===== src/rtl/insulation_resistance_classifier_core_defines.svh =====
// ----------------------------------------------------------------------------
// Insulation resistance classifier assertion macros
// Concurrent check helpers; compiled out when SYNTH is defined.
// ----------------------------------------------------------------------------
`ifndef INSULATION_RESISTANCE_CLASSIFIER_CORE_DEFINES_SVH
`define INSULATION_RESISTANCE_CLASSIFIER_CORE_DEFINES_SVH

`ifndef SYNTH
`define IRC_ASSERT_IMPLY(lbl, clk, rstn, ante, cons) \
  lbl: assert property (@(posedge clk) disable iff (!rstn) (ante) |-> (cons)) \
    else $error("same-cycle check failed");
`define IRC_ASSERT_NEXT(lbl, clk, rstn, ante, cons) \
  lbl: assert property (@(posedge clk) disable iff (!rstn) (ante) |=> (cons)) \
    else $error("next-cycle check failed");
`else
`define IRC_ASSERT_IMPLY(lbl, clk, rstn, ante, cons)
`define IRC_ASSERT_NEXT(lbl, clk, rstn, ante, cons)
`endif

`endif


===== src/rtl/irc_pkg.sv =====
// ----------------------------------------------------------------------------
// Insulation resistance classifier package
// Shared types, codes, reset values and the sequencer control store.
// ----------------------------------------------------------------------------
`default_nettype none

package irc_pkg;

  localparam int unsigned RawW     = 16;
  localparam int unsigned ThrW     = 20;
  localparam int unsigned QuotW    = 26;
  localparam int unsigned DivisorW = 13;
  localparam int unsigned StepW    = 4;
  localparam int unsigned RegIdxW  = 3;

  localparam logic [9:0]  KohmToOhm = 10'd1000;
  // floor(v / 10) == (v * 52429) >> 19 for every 16-bit v
  localparam logic [15:0] Div10Mul   = 16'd52429;
  localparam int unsigned Div10Shift = 19;

  localparam logic [ThrW-1:0]  FaultThrReset = 20'd100;
  localparam logic [ThrW-1:0]  WarnThrReset  = 20'd500;
  localparam logic [RawW-1:0]  InvCodeReset  = 16'hFFFF;
  localparam logic [RawW-1:0]  MaxCodeReset  = 16'hFFFE;
  localparam logic [QuotW-1:0] MaxSubReset   = 26'(600 * 1000);

  localparam logic [2:0] MON_INVALID   = 3'd0;
  localparam logic [2:0] MON_CHECKING  = 3'd1;
  localparam logic [2:0] MON_VALID     = 3'd2;
  localparam logic [2:0] MON_SELF_TEST = 3'd3;

  localparam logic [RegIdxW-1:0] REG_FAULT_THR = 3'd0;
  localparam logic [RegIdxW-1:0] REG_WARN_THR  = 3'd1;
  localparam logic [RegIdxW-1:0] REG_INV_CODE  = 3'd2;
  localparam logic [RegIdxW-1:0] REG_MAX_CODE  = 3'd3;
  localparam logic [RegIdxW-1:0] REG_MAX_SUB   = 3'd4;

  typedef enum logic [2:0] {
    ST_INVALID  = 3'd0,
    ST_CHECKING = 3'd1,
    ST_VALID    = 3'd2,
    ST_WARNING  = 3'd3,
    ST_FAULT    = 3'd4
  } irc_status_e;

  typedef struct packed {
    logic self_test;
    logic neg_warn;
    logic pos_warn;
    logic neg_fault;
    logic pos_fault;
  } irc_alarm_t;

  typedef enum logic [2:0] {
    OP_NOP,
    OP_ACCEPT,
    OP_PREP,
    OP_DIV_START,
    OP_DIV_WAIT,
    OP_POS_STORE,
    OP_NEG_STORE,
    OP_FINISH
  } irc_op_e;

  typedef enum logic [2:0] {
    C_NEVER,
    C_ALWAYS,
    C_NO_INPUT,
    C_SKIP_DIV,
    C_DIV_BUSY,
    C_OUT_FULL
  } irc_cond_e;

  typedef struct packed {
    irc_op_e          op;
    irc_cond_e        cond;
    logic [StepW-1:0] target;
    logic             last;
  } irc_ctrl_t;

  typedef struct packed {
    logic                start;
    logic [QuotW-1:0]    dividend;
    logic [DivisorW-1:0] divisor;
  } irc_div_req_t;

  typedef struct packed {
    logic             busy;
    logic [QuotW-1:0] quotient;
  } irc_div_rsp_t;

  localparam logic [StepW-1:0] STEP_ACCEPT    = 4'd0;
  localparam logic [StepW-1:0] STEP_PREP      = 4'd1;
  localparam logic [StepW-1:0] STEP_POS_START = 4'd2;
  localparam logic [StepW-1:0] STEP_POS_WAIT  = 4'd3;
  localparam logic [StepW-1:0] STEP_POS_STORE = 4'd4;
  localparam logic [StepW-1:0] STEP_NEG_START = 4'd5;
  localparam logic [StepW-1:0] STEP_NEG_WAIT  = 4'd6;
  localparam logic [StepW-1:0] STEP_NEG_STORE = 4'd7;
  localparam logic [StepW-1:0] STEP_FINISH    = 4'd8;

  function automatic irc_ctrl_t irc_ucode(input logic [StepW-1:0] step);
    irc_ctrl_t w;
    w = '{op: OP_NOP, cond: C_ALWAYS, target: STEP_ACCEPT, last: 1'b1};
    case (step)
      STEP_ACCEPT:    w = '{op: OP_ACCEPT, cond: C_NO_INPUT, target: STEP_ACCEPT, last: 1'b0};
      STEP_PREP:      w = '{op: OP_PREP, cond: C_SKIP_DIV, target: STEP_FINISH, last: 1'b0};
      STEP_POS_START: w = '{op: OP_DIV_START, cond: C_NEVER, target: STEP_ACCEPT, last: 1'b0};
      STEP_POS_WAIT:  w = '{op: OP_DIV_WAIT, cond: C_DIV_BUSY, target: STEP_POS_WAIT,
                            last: 1'b0};
      STEP_POS_STORE: w = '{op: OP_POS_STORE, cond: C_NEVER, target: STEP_ACCEPT, last: 1'b0};
      STEP_NEG_START: w = '{op: OP_DIV_START, cond: C_NEVER, target: STEP_ACCEPT, last: 1'b0};
      STEP_NEG_WAIT:  w = '{op: OP_DIV_WAIT, cond: C_DIV_BUSY, target: STEP_NEG_WAIT,
                            last: 1'b0};
      STEP_NEG_STORE: w = '{op: OP_NEG_STORE, cond: C_NEVER, target: STEP_ACCEPT, last: 1'b0};
      STEP_FINISH:    w = '{op: OP_FINISH, cond: C_OUT_FULL, target: STEP_FINISH, last: 1'b1};
      default:        w = '{op: OP_NOP, cond: C_ALWAYS, target: STEP_ACCEPT, last: 1'b1};
    endcase
    return w;
  endfunction

endpackage

`default_nettype wire


===== src/rtl/irc_div.sv =====
// ----------------------------------------------------------------------------
// Insulation resistance classifier divider
// Restoring unsigned divider, one quotient bit per clock.
// ----------------------------------------------------------------------------
`default_nettype none

module irc_div (
  input  wire logic                  clk_i,
  input  wire logic                  rst_ni,
  input  wire irc_pkg::irc_div_req_t req_i,
  output irc_pkg::irc_div_rsp_t      rsp_o
);

  localparam int unsigned CntW = $clog2(irc_pkg::QuotW + 1);

  logic                         busy_q, busy_d;
  logic [CntW-1:0]              cnt_q, cnt_d;
  logic [irc_pkg::DivisorW-1:0] rem_q, rem_d;
  logic [irc_pkg::QuotW-1:0]    quot_q, quot_d;
  logic [irc_pkg::DivisorW:0]   trial;
  logic [irc_pkg::DivisorW:0]   diff;
  logic                         ge;

  always_comb begin
    trial = {rem_q, quot_q[irc_pkg::QuotW-1]};
    ge    = trial >= {1'b0, req_i.divisor};
    diff  = trial - {1'b0, req_i.divisor};
    busy_d = busy_q;
    cnt_d  = cnt_q;
    rem_d  = rem_q;
    quot_d = quot_q;
    if (req_i.start) begin
      busy_d = 1'b1;
      cnt_d  = CntW'(irc_pkg::QuotW);
      rem_d  = '0;
      quot_d = req_i.dividend;
    end else if (busy_q) begin
      rem_d  = ge ? diff[irc_pkg::DivisorW-1:0] : trial[irc_pkg::DivisorW-1:0];
      quot_d = {quot_q[irc_pkg::QuotW-2:0], ge};
      cnt_d  = cnt_q - 1'b1;
      if (cnt_q == CntW'(1)) begin
        busy_d = 1'b0;
      end
    end
  end

  always_ff @(posedge clk_i or negedge rst_ni) begin
    if (!rst_ni) begin
      busy_q <= 1'b0;
      cnt_q  <= '0;
    end else begin
      busy_q <= busy_d;
      cnt_q  <= cnt_d;
    end
  end

  always_ff @(posedge clk_i) begin
    rem_q  <= rem_d;
    quot_q <= quot_d;
  end

  assign rsp_o = '{busy: busy_q, quotient: quot_q};

endmodule

`default_nettype wire


===== src/rtl/insulation_resistance_classifier_core.sv =====
// ----------------------------------------------------------------------------
// Insulation resistance classifier core
// Converts insulation-monitor reports to ohms per volt and tracks outlet state.
// ----------------------------------------------------------------------------
// One transaction in, one transaction out. A report with monitor status valid
// and an outlet in range sends both poles through one shared restoring divider
// at one quotient bit per clock, driven by a microcoded step sequencer; any
// other status, or an outlet out of range, skips the divider. The result sits
// in an output register, so a new report is taken while the previous result
// waits; the sequencer waits in its last step only when that register is still
// full and stalled.
// ----------------------------------------------------------------------------
`default_nettype none

`include "insulation_resistance_classifier_core_defines.svh"

module insulation_resistance_classifier_core #(
  parameter int unsigned OUTLETS = 2
) (
  input  wire logic        clk_i,
  input  wire logic        rst_ni,
  // configuration
  input  wire logic        psel,
  input  wire logic        penable,
  input  wire logic        pwrite,
  input  wire logic [4:0]  paddr,
  input  wire logic [31:0] pwdata,
  output logic      [31:0] prdata,
  output logic             pready,
  // report channel
  input  wire logic        in_valid_i,
  output logic             in_stall_o,
  input  wire logic        outlet_i,
  input  wire logic [2:0]  monitor_status_i,
  input  wire logic [15:0] positive_kohm_i,
  input  wire logic [15:0] negative_kohm_i,
  input  wire logic [15:0] bus_decivolts_i,
  // result channel
  output logic             out_valid_o,
  input  wire logic        out_stall_i,
  output logic             result_outlet_o,
  output logic [2:0]       outlet_status_o,
  output logic [25:0]      positive_ohm_per_volt_o,
  output logic [25:0]      negative_ohm_per_volt_o,
  output logic             positive_fault_o,
  output logic             negative_fault_o,
  output logic             positive_warning_o,
  output logic             negative_warning_o,
  output logic             self_test_fault_o,
  output logic             unknown_status_o
);

  localparam int unsigned IdxW = (OUTLETS > 1) ? $clog2(OUTLETS) : 1;

  localparam int unsigned RawW  = irc_pkg::RawW;
  localparam int unsigned ThrW  = irc_pkg::ThrW;
  localparam int unsigned QuotW = irc_pkg::QuotW;
  localparam int unsigned DvW   = irc_pkg::DivisorW;
  localparam int unsigned StepW = irc_pkg::StepW;

  // configuration registers
  logic [ThrW-1:0]  fault_thr_q;
  logic [ThrW-1:0]  warn_thr_q;
  logic [RawW-1:0]  inv_code_q;
  logic [RawW-1:0]  max_code_q;
  logic [QuotW-1:0] max_sub_q;
  logic             cfg_wr;
  logic [irc_pkg::RegIdxW-1:0] cfg_idx;

  assign pready  = 1'b1;
  assign cfg_wr  = psel && penable && pwrite;
  assign cfg_idx = paddr[4:2];

  always_ff @(posedge clk_i or negedge rst_ni) begin
    if (!rst_ni) begin
      fault_thr_q <= irc_pkg::FaultThrReset;
      warn_thr_q  <= irc_pkg::WarnThrReset;
      inv_code_q  <= irc_pkg::InvCodeReset;
      max_code_q  <= irc_pkg::MaxCodeReset;
      max_sub_q   <= irc_pkg::MaxSubReset;
    end else if (cfg_wr) begin
      case (cfg_idx)
        irc_pkg::REG_FAULT_THR: fault_thr_q <= pwdata[ThrW-1:0];
        irc_pkg::REG_WARN_THR:  warn_thr_q  <= pwdata[ThrW-1:0];
        irc_pkg::REG_INV_CODE:  inv_code_q  <= pwdata[RawW-1:0];
        irc_pkg::REG_MAX_CODE:  max_code_q  <= pwdata[RawW-1:0];
        irc_pkg::REG_MAX_SUB:   max_sub_q   <= pwdata[QuotW-1:0];
        default: ;
      endcase
    end
  end

  always_comb begin
    case (cfg_idx)
      irc_pkg::REG_FAULT_THR: prdata = 32'(fault_thr_q);
      irc_pkg::REG_WARN_THR:  prdata = 32'(warn_thr_q);
      irc_pkg::REG_INV_CODE:  prdata = 32'(inv_code_q);
      irc_pkg::REG_MAX_CODE:  prdata = 32'(max_code_q);
      irc_pkg::REG_MAX_SUB:   prdata = 32'(max_sub_q);
      default:                prdata = '0;
    endcase
  end

  // sequencer
  logic [StepW-1:0]   step_q, step_d;
  irc_pkg::irc_ctrl_t ctrl;
  logic               jump;
  logic               accept;
  logic               out_full;
  logic               finish_load;

  // transaction registers
  logic             outlet_q;
  logic [2:0]       monitor_q;
  logic [RawW-1:0]  praw_q, nraw_q, volts_q;
  logic [DvW-1:0]   div10_q;
  logic [QuotW-1:0] prod_q;
  logic [QuotW-1:0] pos_q, neg_q;
  logic [31:0]      volts_scaled;
  logic             in_range;

  irc_pkg::irc_div_req_t div_req;
  irc_pkg::irc_div_rsp_t div_rsp;

  logic out_valid_q;

  assign ctrl     = irc_pkg::irc_ucode(step_q);
  assign out_full = out_valid_q && out_stall_i;
  assign in_range = 32'(outlet_q) < OUTLETS;

  always_comb begin
    case (ctrl.cond)
      irc_pkg::C_NEVER:    jump = 1'b0;
      irc_pkg::C_ALWAYS:   jump = 1'b1;
      irc_pkg::C_NO_INPUT: jump = !in_valid_i;
      irc_pkg::C_SKIP_DIV: jump = (monitor_q != irc_pkg::MON_VALID) || !in_range;
      irc_pkg::C_DIV_BUSY: jump = div_rsp.busy;
      irc_pkg::C_OUT_FULL: jump = out_full;
      default:             jump = 1'b1;
    endcase
  end

  always_comb begin
    if (jump) begin
      step_d = ctrl.target;
    end else if (ctrl.last) begin
      step_d = irc_pkg::STEP_ACCEPT;
    end else begin
      step_d = step_q + 1'b1;
    end
  end

  always_comb begin
    in_stall_o  = ctrl.op != irc_pkg::OP_ACCEPT;
    accept      = (ctrl.op == irc_pkg::OP_ACCEPT) && in_valid_i;
    finish_load = (ctrl.op == irc_pkg::OP_FINISH) && !out_full;
    div_req     = '{start: ctrl.op == irc_pkg::OP_DIV_START, dividend: prod_q,
                    divisor: div10_q};
  end

  always_ff @(posedge clk_i or negedge rst_ni) begin
    if (!rst_ni) begin
      step_q <= irc_pkg::STEP_ACCEPT;
    end else begin
      step_q <= step_d;
    end
  end

  irc_div u_div (
    .clk_i  (clk_i),
    .rst_ni (rst_ni),
    .req_i  (div_req),
    .rsp_o  (div_rsp)
  );

  // pole conversion from the divider result
  logic [RawW-1:0]  pole_raw;
  logic [QuotW-1:0] pole_val;

  always_comb begin
    pole_raw = (ctrl.op == irc_pkg::OP_NEG_STORE) ? nraw_q : praw_q;
    if (pole_raw == inv_code_q) begin
      pole_val = '0;
    end else if (pole_raw == max_code_q) begin
      pole_val = max_sub_q;
    end else if (pole_raw == '0 || div10_q == '0) begin
      pole_val = '0;
    end else begin
      pole_val = div_rsp.quotient;
    end
  end

  assign volts_scaled = 32'(volts_q) * 32'(irc_pkg::Div10Mul);

  always_ff @(posedge clk_i) begin
    if (accept) begin
      outlet_q  <= outlet_i;
      monitor_q <= monitor_status_i;
      praw_q    <= positive_kohm_i;
      nraw_q    <= negative_kohm_i;
      volts_q   <= bus_decivolts_i;
      pos_q     <= '0;
      neg_q     <= '0;
    end
    if (ctrl.op == irc_pkg::OP_PREP) begin
      div10_q <= volts_scaled[irc_pkg::Div10Shift +: DvW];
      prod_q  <= QuotW'(praw_q) * QuotW'(irc_pkg::KohmToOhm);
    end
    if (ctrl.op == irc_pkg::OP_POS_STORE) begin
      pos_q  <= pole_val;
      prod_q <= QuotW'(nraw_q) * QuotW'(irc_pkg::KohmToOhm);
    end
    if (ctrl.op == irc_pkg::OP_NEG_STORE) begin
      neg_q <= pole_val;
    end
  end

  // per-outlet state
  irc_pkg::irc_status_e status_q [OUTLETS];
  irc_pkg::irc_alarm_t  alarm_q  [OUTLETS];
  logic [IdxW-1:0]      idx;
  irc_pkg::irc_status_e st_cur, st_new;
  irc_pkg::irc_alarm_t  fl_cur, fl_new;
  logic                 unknown;
  logic [QuotW-1:0]     fault_thr;
  logic [QuotW-1:0]     warn_thr;

  assign idx       = IdxW'(outlet_q);
  assign fault_thr = QuotW'(fault_thr_q);
  assign warn_thr  = QuotW'(warn_thr_q);

  always_comb begin
    st_cur  = status_q[idx];
    fl_cur  = alarm_q[idx];
    st_new  = st_cur;
    fl_new  = fl_cur;
    unknown = 1'b0;
    case (monitor_q)
      irc_pkg::MON_INVALID:  st_new = irc_pkg::ST_INVALID;
      irc_pkg::MON_CHECKING: st_new = irc_pkg::ST_CHECKING;
      irc_pkg::MON_VALID: begin
        if (praw_q == inv_code_q) begin
          st_new           = irc_pkg::ST_FAULT;
          fl_new.pos_fault = 1'b1;
        end
        if (nraw_q == inv_code_q) begin
          st_new           = irc_pkg::ST_FAULT;
          fl_new.neg_fault = 1'b1;
        end
        if (pos_q < fault_thr) begin
          st_new = irc_pkg::ST_FAULT;
          if (!fl_new.pos_fault) begin
            fl_new.pos_fault = 1'b1;
            fl_new.pos_warn  = 1'b0;
          end
        end else if (pos_q < warn_thr) begin
          st_new          = irc_pkg::ST_WARNING;
          fl_new.pos_warn = 1'b1;
        end
        if (neg_q < fault_thr) begin
          st_new = irc_pkg::ST_FAULT;
          if (!fl_new.neg_fault) begin
            fl_new.neg_fault = 1'b1;
            fl_new.neg_warn  = 1'b0;
          end
        end else if (neg_q < warn_thr) begin
          st_new          = irc_pkg::ST_WARNING;
          fl_new.neg_warn = 1'b1;
        end
        if (pos_q >= warn_thr && neg_q >= warn_thr) begin
          st_new          = irc_pkg::ST_VALID;
          fl_new.pos_warn = 1'b0;
          fl_new.neg_warn = 1'b0;
        end
      end
      irc_pkg::MON_SELF_TEST: begin
        st_new           = irc_pkg::ST_FAULT;
        fl_new.self_test = 1'b1;
      end
      default: unknown = 1'b1;
    endcase
  end

  always_ff @(posedge clk_i or negedge rst_ni) begin
    if (!rst_ni) begin
      for (int i = 0; i < OUTLETS; i++) begin
        status_q[i] <= irc_pkg::ST_INVALID;
        alarm_q[i]  <= '0;
      end
    end else if (finish_load && in_range) begin
      status_q[idx] <= st_new;
      alarm_q[idx]  <= fl_new;
    end
  end

  // output register
  logic                out_valid_d;
  logic                out_outlet_q;
  logic [2:0]          out_status_q;
  logic [QuotW-1:0]    out_pos_q, out_neg_q;
  irc_pkg::irc_alarm_t out_alarm_q;
  logic                out_unknown_q;

  always_comb begin
    out_valid_d = out_valid_q;
    if (finish_load) begin
      out_valid_d = 1'b1;
    end else if (!out_stall_i) begin
      out_valid_d = 1'b0;
    end
  end

  always_ff @(posedge clk_i or negedge rst_ni) begin
    if (!rst_ni) begin
      out_valid_q <= 1'b0;
    end else begin
      out_valid_q <= out_valid_d;
    end
  end

  always_ff @(posedge clk_i) begin
    if (finish_load) begin
      out_outlet_q <= outlet_q;
      if (in_range) begin
        out_status_q  <= st_new;
        out_pos_q     <= pos_q;
        out_neg_q     <= neg_q;
        out_alarm_q   <= fl_new;
        out_unknown_q <= unknown;
      end else begin
        out_status_q  <= '0;
        out_pos_q     <= '0;
        out_neg_q     <= '0;
        out_alarm_q   <= '0;
        out_unknown_q <= 1'b0;
      end
    end
  end

  assign out_valid_o             = out_valid_q;
  assign result_outlet_o         = out_outlet_q;
  assign outlet_status_o         = out_status_q;
  assign positive_ohm_per_volt_o = out_pos_q;
  assign negative_ohm_per_volt_o = out_neg_q;
  assign positive_fault_o        = out_alarm_q.pos_fault;
  assign negative_fault_o        = out_alarm_q.neg_fault;
  assign positive_warning_o      = out_alarm_q.pos_warn;
  assign negative_warning_o      = out_alarm_q.neg_warn;
  assign self_test_fault_o       = out_alarm_q.self_test;
  assign unknown_status_o        = out_unknown_q;

  `IRC_ASSERT_IMPLY(a_div_start_idle, clk_i, rst_ni, div_req.start, !div_rsp.busy)
  `IRC_ASSERT_IMPLY(a_div_busy_in_wait, clk_i, rst_ni, div_rsp.busy,
                    ctrl.op == irc_pkg::OP_DIV_WAIT)
  `IRC_ASSERT_IMPLY(a_unknown_no_value, clk_i, rst_ni, out_valid_o && unknown_status_o,
                    positive_ohm_per_volt_o == '0 && negative_ohm_per_volt_o == '0)
  `IRC_ASSERT_NEXT(a_valid_no_warn, clk_i, rst_ni,
                   finish_load && in_range && st_new == irc_pkg::ST_VALID,
                   !positive_warning_o && !negative_warning_o)

endmodule

`default_nettype wire

===== config.mk =====
export PLATFORM = sky130hd
export DESIGN_NAME = insulation_resistance_classifier_core
export DESIGN_NICKNAME = d
export VERILOG_FILES = /design/src/rtl/irc_pkg.sv /design/src/rtl/irc_div.sv /design/src/rtl/insulation_resistance_classifier_core.sv
export VERILOG_INCLUDE_DIRS = /design/src /design/src/rtl
export SDC_FILE = /design/constraint.sdc
export NUM_CORES = 1
export LEC_CHECK = 0
export BUFFER_PORTS_ARGS = -buffer_cell sky130_fd_sc_hd__buf_4
export CORE_MARGIN = 1.5
export CORE_UTILIZATION = 35
export DETAILED_ROUTE_END_ITERATION = 8
export PLACE_DENSITY = 0.55
export RECOVER_POWER = 25
export SETUP_SLACK_MARGIN = 0.05
export SYNTH_ARGS = -nofsm -noshare
export SYNTH_HDL_FRONTEND = slang
export SYNTH_SLANG_ARGS = --single-unit

===== constraint.sdc =====
create_clock -name clk_i -period 6.2 [get_ports clk_i]
set_input_delay 1.86 -clock clk_i [delete_from_list [all_inputs] [get_ports clk_i]]
set_output_delay 1.86 -clock clk_i [all_outputs]
set_load 0.01 [all_outputs]

==> results.py <==
metrics = {
    "sta": {
        "min_period_over_period": 0.954,
        "relSlewSlack": -0.659,
        "fin_crit_ns": 5.91,
        "rsz0062_at_grt": "false",
        "whs_ns": 0.453,
        "fmax_mhz": 169,
        "setup_viol": 0,
        "worst_pin_slew_ns": 2.49,
        "timing.final.hold_violations": 0,
        "setup_tns_ns": 0,
        "clock_skew_ns": 0.0222,
        "slew_violations": 92,
    },
    "layout": {
        "fin_nets": 3401,
        "area_growth_pct": 14.8,
        "antennaDiodeCount": 0,
        "fillers": 7635,
        "final_common_cell": "inv_1",
        "layout-drive-gt1-share": 0.159,
        "final_cell_mix": "inv_1 (408), ha_1 (333), edfxtp_1 (228)",
        "stdcell_count": 3870,
        "multi_input_area_mm2": 0.0159,
        "fin_area_mm2": 0.0322,
        "regArea_mm2": 0.0103,
    },
    "setup_path": {
        "worstPathArrival_ns": 6.25,
        "max_stage_delay_ns": 0.54,
        "r2r_slack_ns": 0.29,
        "setup.worst_path.start_class": "register",
        "crit_type": "reg -> reg",
        "slowest_stage": "fa_1",
        "reg2reg_from": "volts_q[7]",
        "crit_required_ns": 6.54,
        "crit_fanout": 4,
        "crit_start": "volts_q[7]",
        "critPathCaptureType": "register",
        "path_cells": "ha_4 > inv_1 > fa_1 > inv_1 > fa_1 > fa_1 > fa_1 > inv_1 > fa_1 > inv_1 > ha_1 > a21oi_1 > o21ai_0 > buf_4 > o31a_1 > o21ai_2 > o31ai_1 > a41o_1 > or2_2 > xor2_1",
        "cpMostUsedCell": "fa_1",
        "timing.rr.end": "div10_q[11]",
        "reg2regPathDepth": 20,
    },
    "drt": {
        "wire_per_inst_um": 19.6,
        "drt-pass1-iter-count": 7,
        "dr_total_vias": 19300,
        "via_per_inst": 5.00,
        "drc_errors": 0,
        "drt-total-wl_mm": 75.9,
        "drt_iter0_drc": 1200,
        "drtAntennaViolNets": 0,
    },
    "clock_network": {
        "clk_path_buf_depth": 3,
        "clk_pin_slew_ns": 0.06,
        "insertion_delay_ns": 0.60,
        "numClockSinks": 366,
        "h-tree-depth": 2,
        "cts_tree": "built",
        "cts_buffers": 45,
        "cts_root_buf": "clkbuf_16",
    },
    "global_route": {
        "antenna_found_initial": 2,
        "grt_pass1_wl_mm": 120,
        "grt_overflow": 0,
        "grt_use_total": 0.188,
        "grt_max_degree": 92,
        "grt_pass1_vias": 20800,
    },
    "logic_synthesis": {
        "ys_seq_area_frac": 0.367,
        "syn-instance-count": 2602,
        "synth-edff-count": 228,
        "async_reset_ff_frac": 0.342,
        "synthXorXnorAreaFrac": 0.0399,
        "muxShareOfSynthArea": 0.0519,
        "ys_ff_latch": 366,
        "synthAdderAreaFrac": 0.283,
        "ys.flop_type": "edfxtp_1",
        "synthSimpleGateAreaFrac": 0.0934,
        "avgSynthCellArea_um2": 10.8,
        "synth_top_family_by_area": "adder cells",
        "synth.distinct_cells": 84,
        "netlist_area_mm2": 0.0281,
        "synth_compound_area_frac": 0.0938,
        "ys_warn_count": 0,
    },
    "run": {
        "max-cap-violations": 1,
    },
    "die": {
        "rows": 103,
        "dieArea_mm2": 0.0819,
        "start_util": 0.355,
        "die_w_um": 286,
        "die_h_um": 286,
        "core_region_area_mm2": 0.0791,
        "io_pins": 193,
    },
    "worst_hold_path": {
        "worstHoldEndpoint": "positive_ohm_per_volt_o[25]",
        "min_path_cells": 0,
        "worstHoldPathType": "reg -> reg",
        "worstHoldStart": "pos_q[25]",
    },
    "placed_design": {
        "dpl.hpwl_mm": 62.1,
        "dp_cells": 3785,
        "numPortBuffers": 177,
        "place_congestion": 0.888,
        "place_area_mm2": 0.0306,
    },
    "outcome": {
        "status": "finished, violations left",
        "violations": "capacitance limit, slew limit",
    },
}
registers in the layout, indices dropped and copies added, names as in the netlist, 16 cells and up:
signal and cells:
negative_ohm_per_volt_o 26, max_code_q 16, neg_q 26, pos_q 26, prod_q 23, u_div.quot_q 26, nraw_q 16, inv_code_q 16
praw_q 16, volts_q 16, positive_ohm_per_volt_o 26, warn_thr_q 20, fault_thr_q 20, max_sub_q 26
final cells by class:
| type | instances | area share |
|---|---|---|
| repair buffers | 217 | 0.0498 |
| inverters | 410 | 0.0477 |
| clock inverters | 26 | 0.0117 |
| multi-input cells | 1743 | 0.492 |
| clock buffers | 58 | 0.0383 |
| flip-flops and latches | 366 | 0.319 |
| well taps | 1050 | 0.0407 |
cell usage after synthesis (7+ instances only):
| master | n | area share |
|---|---|---|
| nor2b_1 | 17 | 0.0038 |
| dfxtp_1 | 13 | 0.0093 |
| edfxtp_1 | 228 | 0.24 |
| nor4_1 | 20 | 0.0045 |
| a21o_1 | 27 | 0.0072 |
| and2_1 | 47 | 0.010 |
| a221o_1 | 18 | 0.0064 |
| o211ai_1 | 13 | 0.0035 |
| nand3_1 | 35 | 0.0062 |
| buf_1 | 9 | 0.0012 |
| o21a_1 | 9 | 0.0024 |
| buf_4 | 9 | 0.0024 |
| a41o_1 | 7 | 0.0025 |
| nor3_1 | 26 | 0.0046 |
| xnor2_1 | 97 | 0.030 |
| nand2_1 | 190 | 0.025 |
| ha_1 | 334 | 0.15 |
| xor2_1 | 31 | 0.0097 |
| mux2_2 | 68 | 0.027 |
| o21bai_1 | 8 | 0.0021 |
| fa_1 | 188 | 0.13 |
| dfstp_2 | 48 | 0.045 |
| inv_1 | 409 | 0.055 |
| a211oi_1 | 16 | 0.0043 |
| nor2_1 | 143 | 0.019 |
| nand4_1 | 25 | 0.0056 |
| buf_2 | 7 | 0.0012 |
| a31oi_1 | 14 | 0.0031 |
| mux2i_1 | 69 | 0.025 |
| clkbuf_1 | 55 | 0.0074 |
| o21ai_0 | 113 | 0.020 |
| nand2b_1 | 10 | 0.0022 |
| dfrtp_1 | 77 | 0.069 |
| a21oi_1 | 89 | 0.016 |
| and3_1 | 9 | 0.0020 |
metal layers:
layer	up-vias	part of all wire	track usage
li1	9245	-	-
met1	9600	0.44	0.243
met2	399	0.49	0.329
met3	95	0.044	0.0269
met4	4	0.022	0.0460
met5	-	0.00041	0
metrics by stage:
step	utilization	worst slack [ns]
floorplan	-	0.352
global placement	0.387	0.0284
detailed placement	0.387	0.0168
CTS	0.408	0.141
global route	0.407	0.0508
finish	0.407	0.288
worst max-delay path by stage:
| stage | to | cells after the start |
|---|---|---|
| final | div10_q[11] | 20 |
| after global routing | div10_q[12] | 20 |
| after global placement | div10_q[11] | 19 |
| after floorplan | div10_q[11] | 19 |
| after CTS | div10_q[11] | 19 |
| after detailed placement | div10_q[11] | 19 |
logic make-up after synthesis:
group           count (synthesis)
simple gates                  556
fa+ha+maj                     522
buf+inv                       498
compound gates                393
flops                         366
mux                           137
xor+xnor                      128
other cells                     2
repair_timing:
item | CTS | global route
resized for setup | 1 | 2
pin swaps | 0 | 2
hold buffers | 0 | 0
buffers inserted | 0 | 1
endpoints found under the setup margin | 1 | 4
worst max-delay path, delay by kind of cell (launching register included):
kind	cells	cell delay [ns]
buffers and inverters	5	0.37
AND/OR/NAND/NOR	1	0.28
XOR/XNOR	1	0.14
flip-flops	1	0.51
adder cells (fa/ha/maj)	7	3.26
AO/OA/AOI/OAI	6	1.10
Power is left out: the tool's default activity adds up to more than one toggle a clock period on the data nets, which glitch-free logic cannot reach.
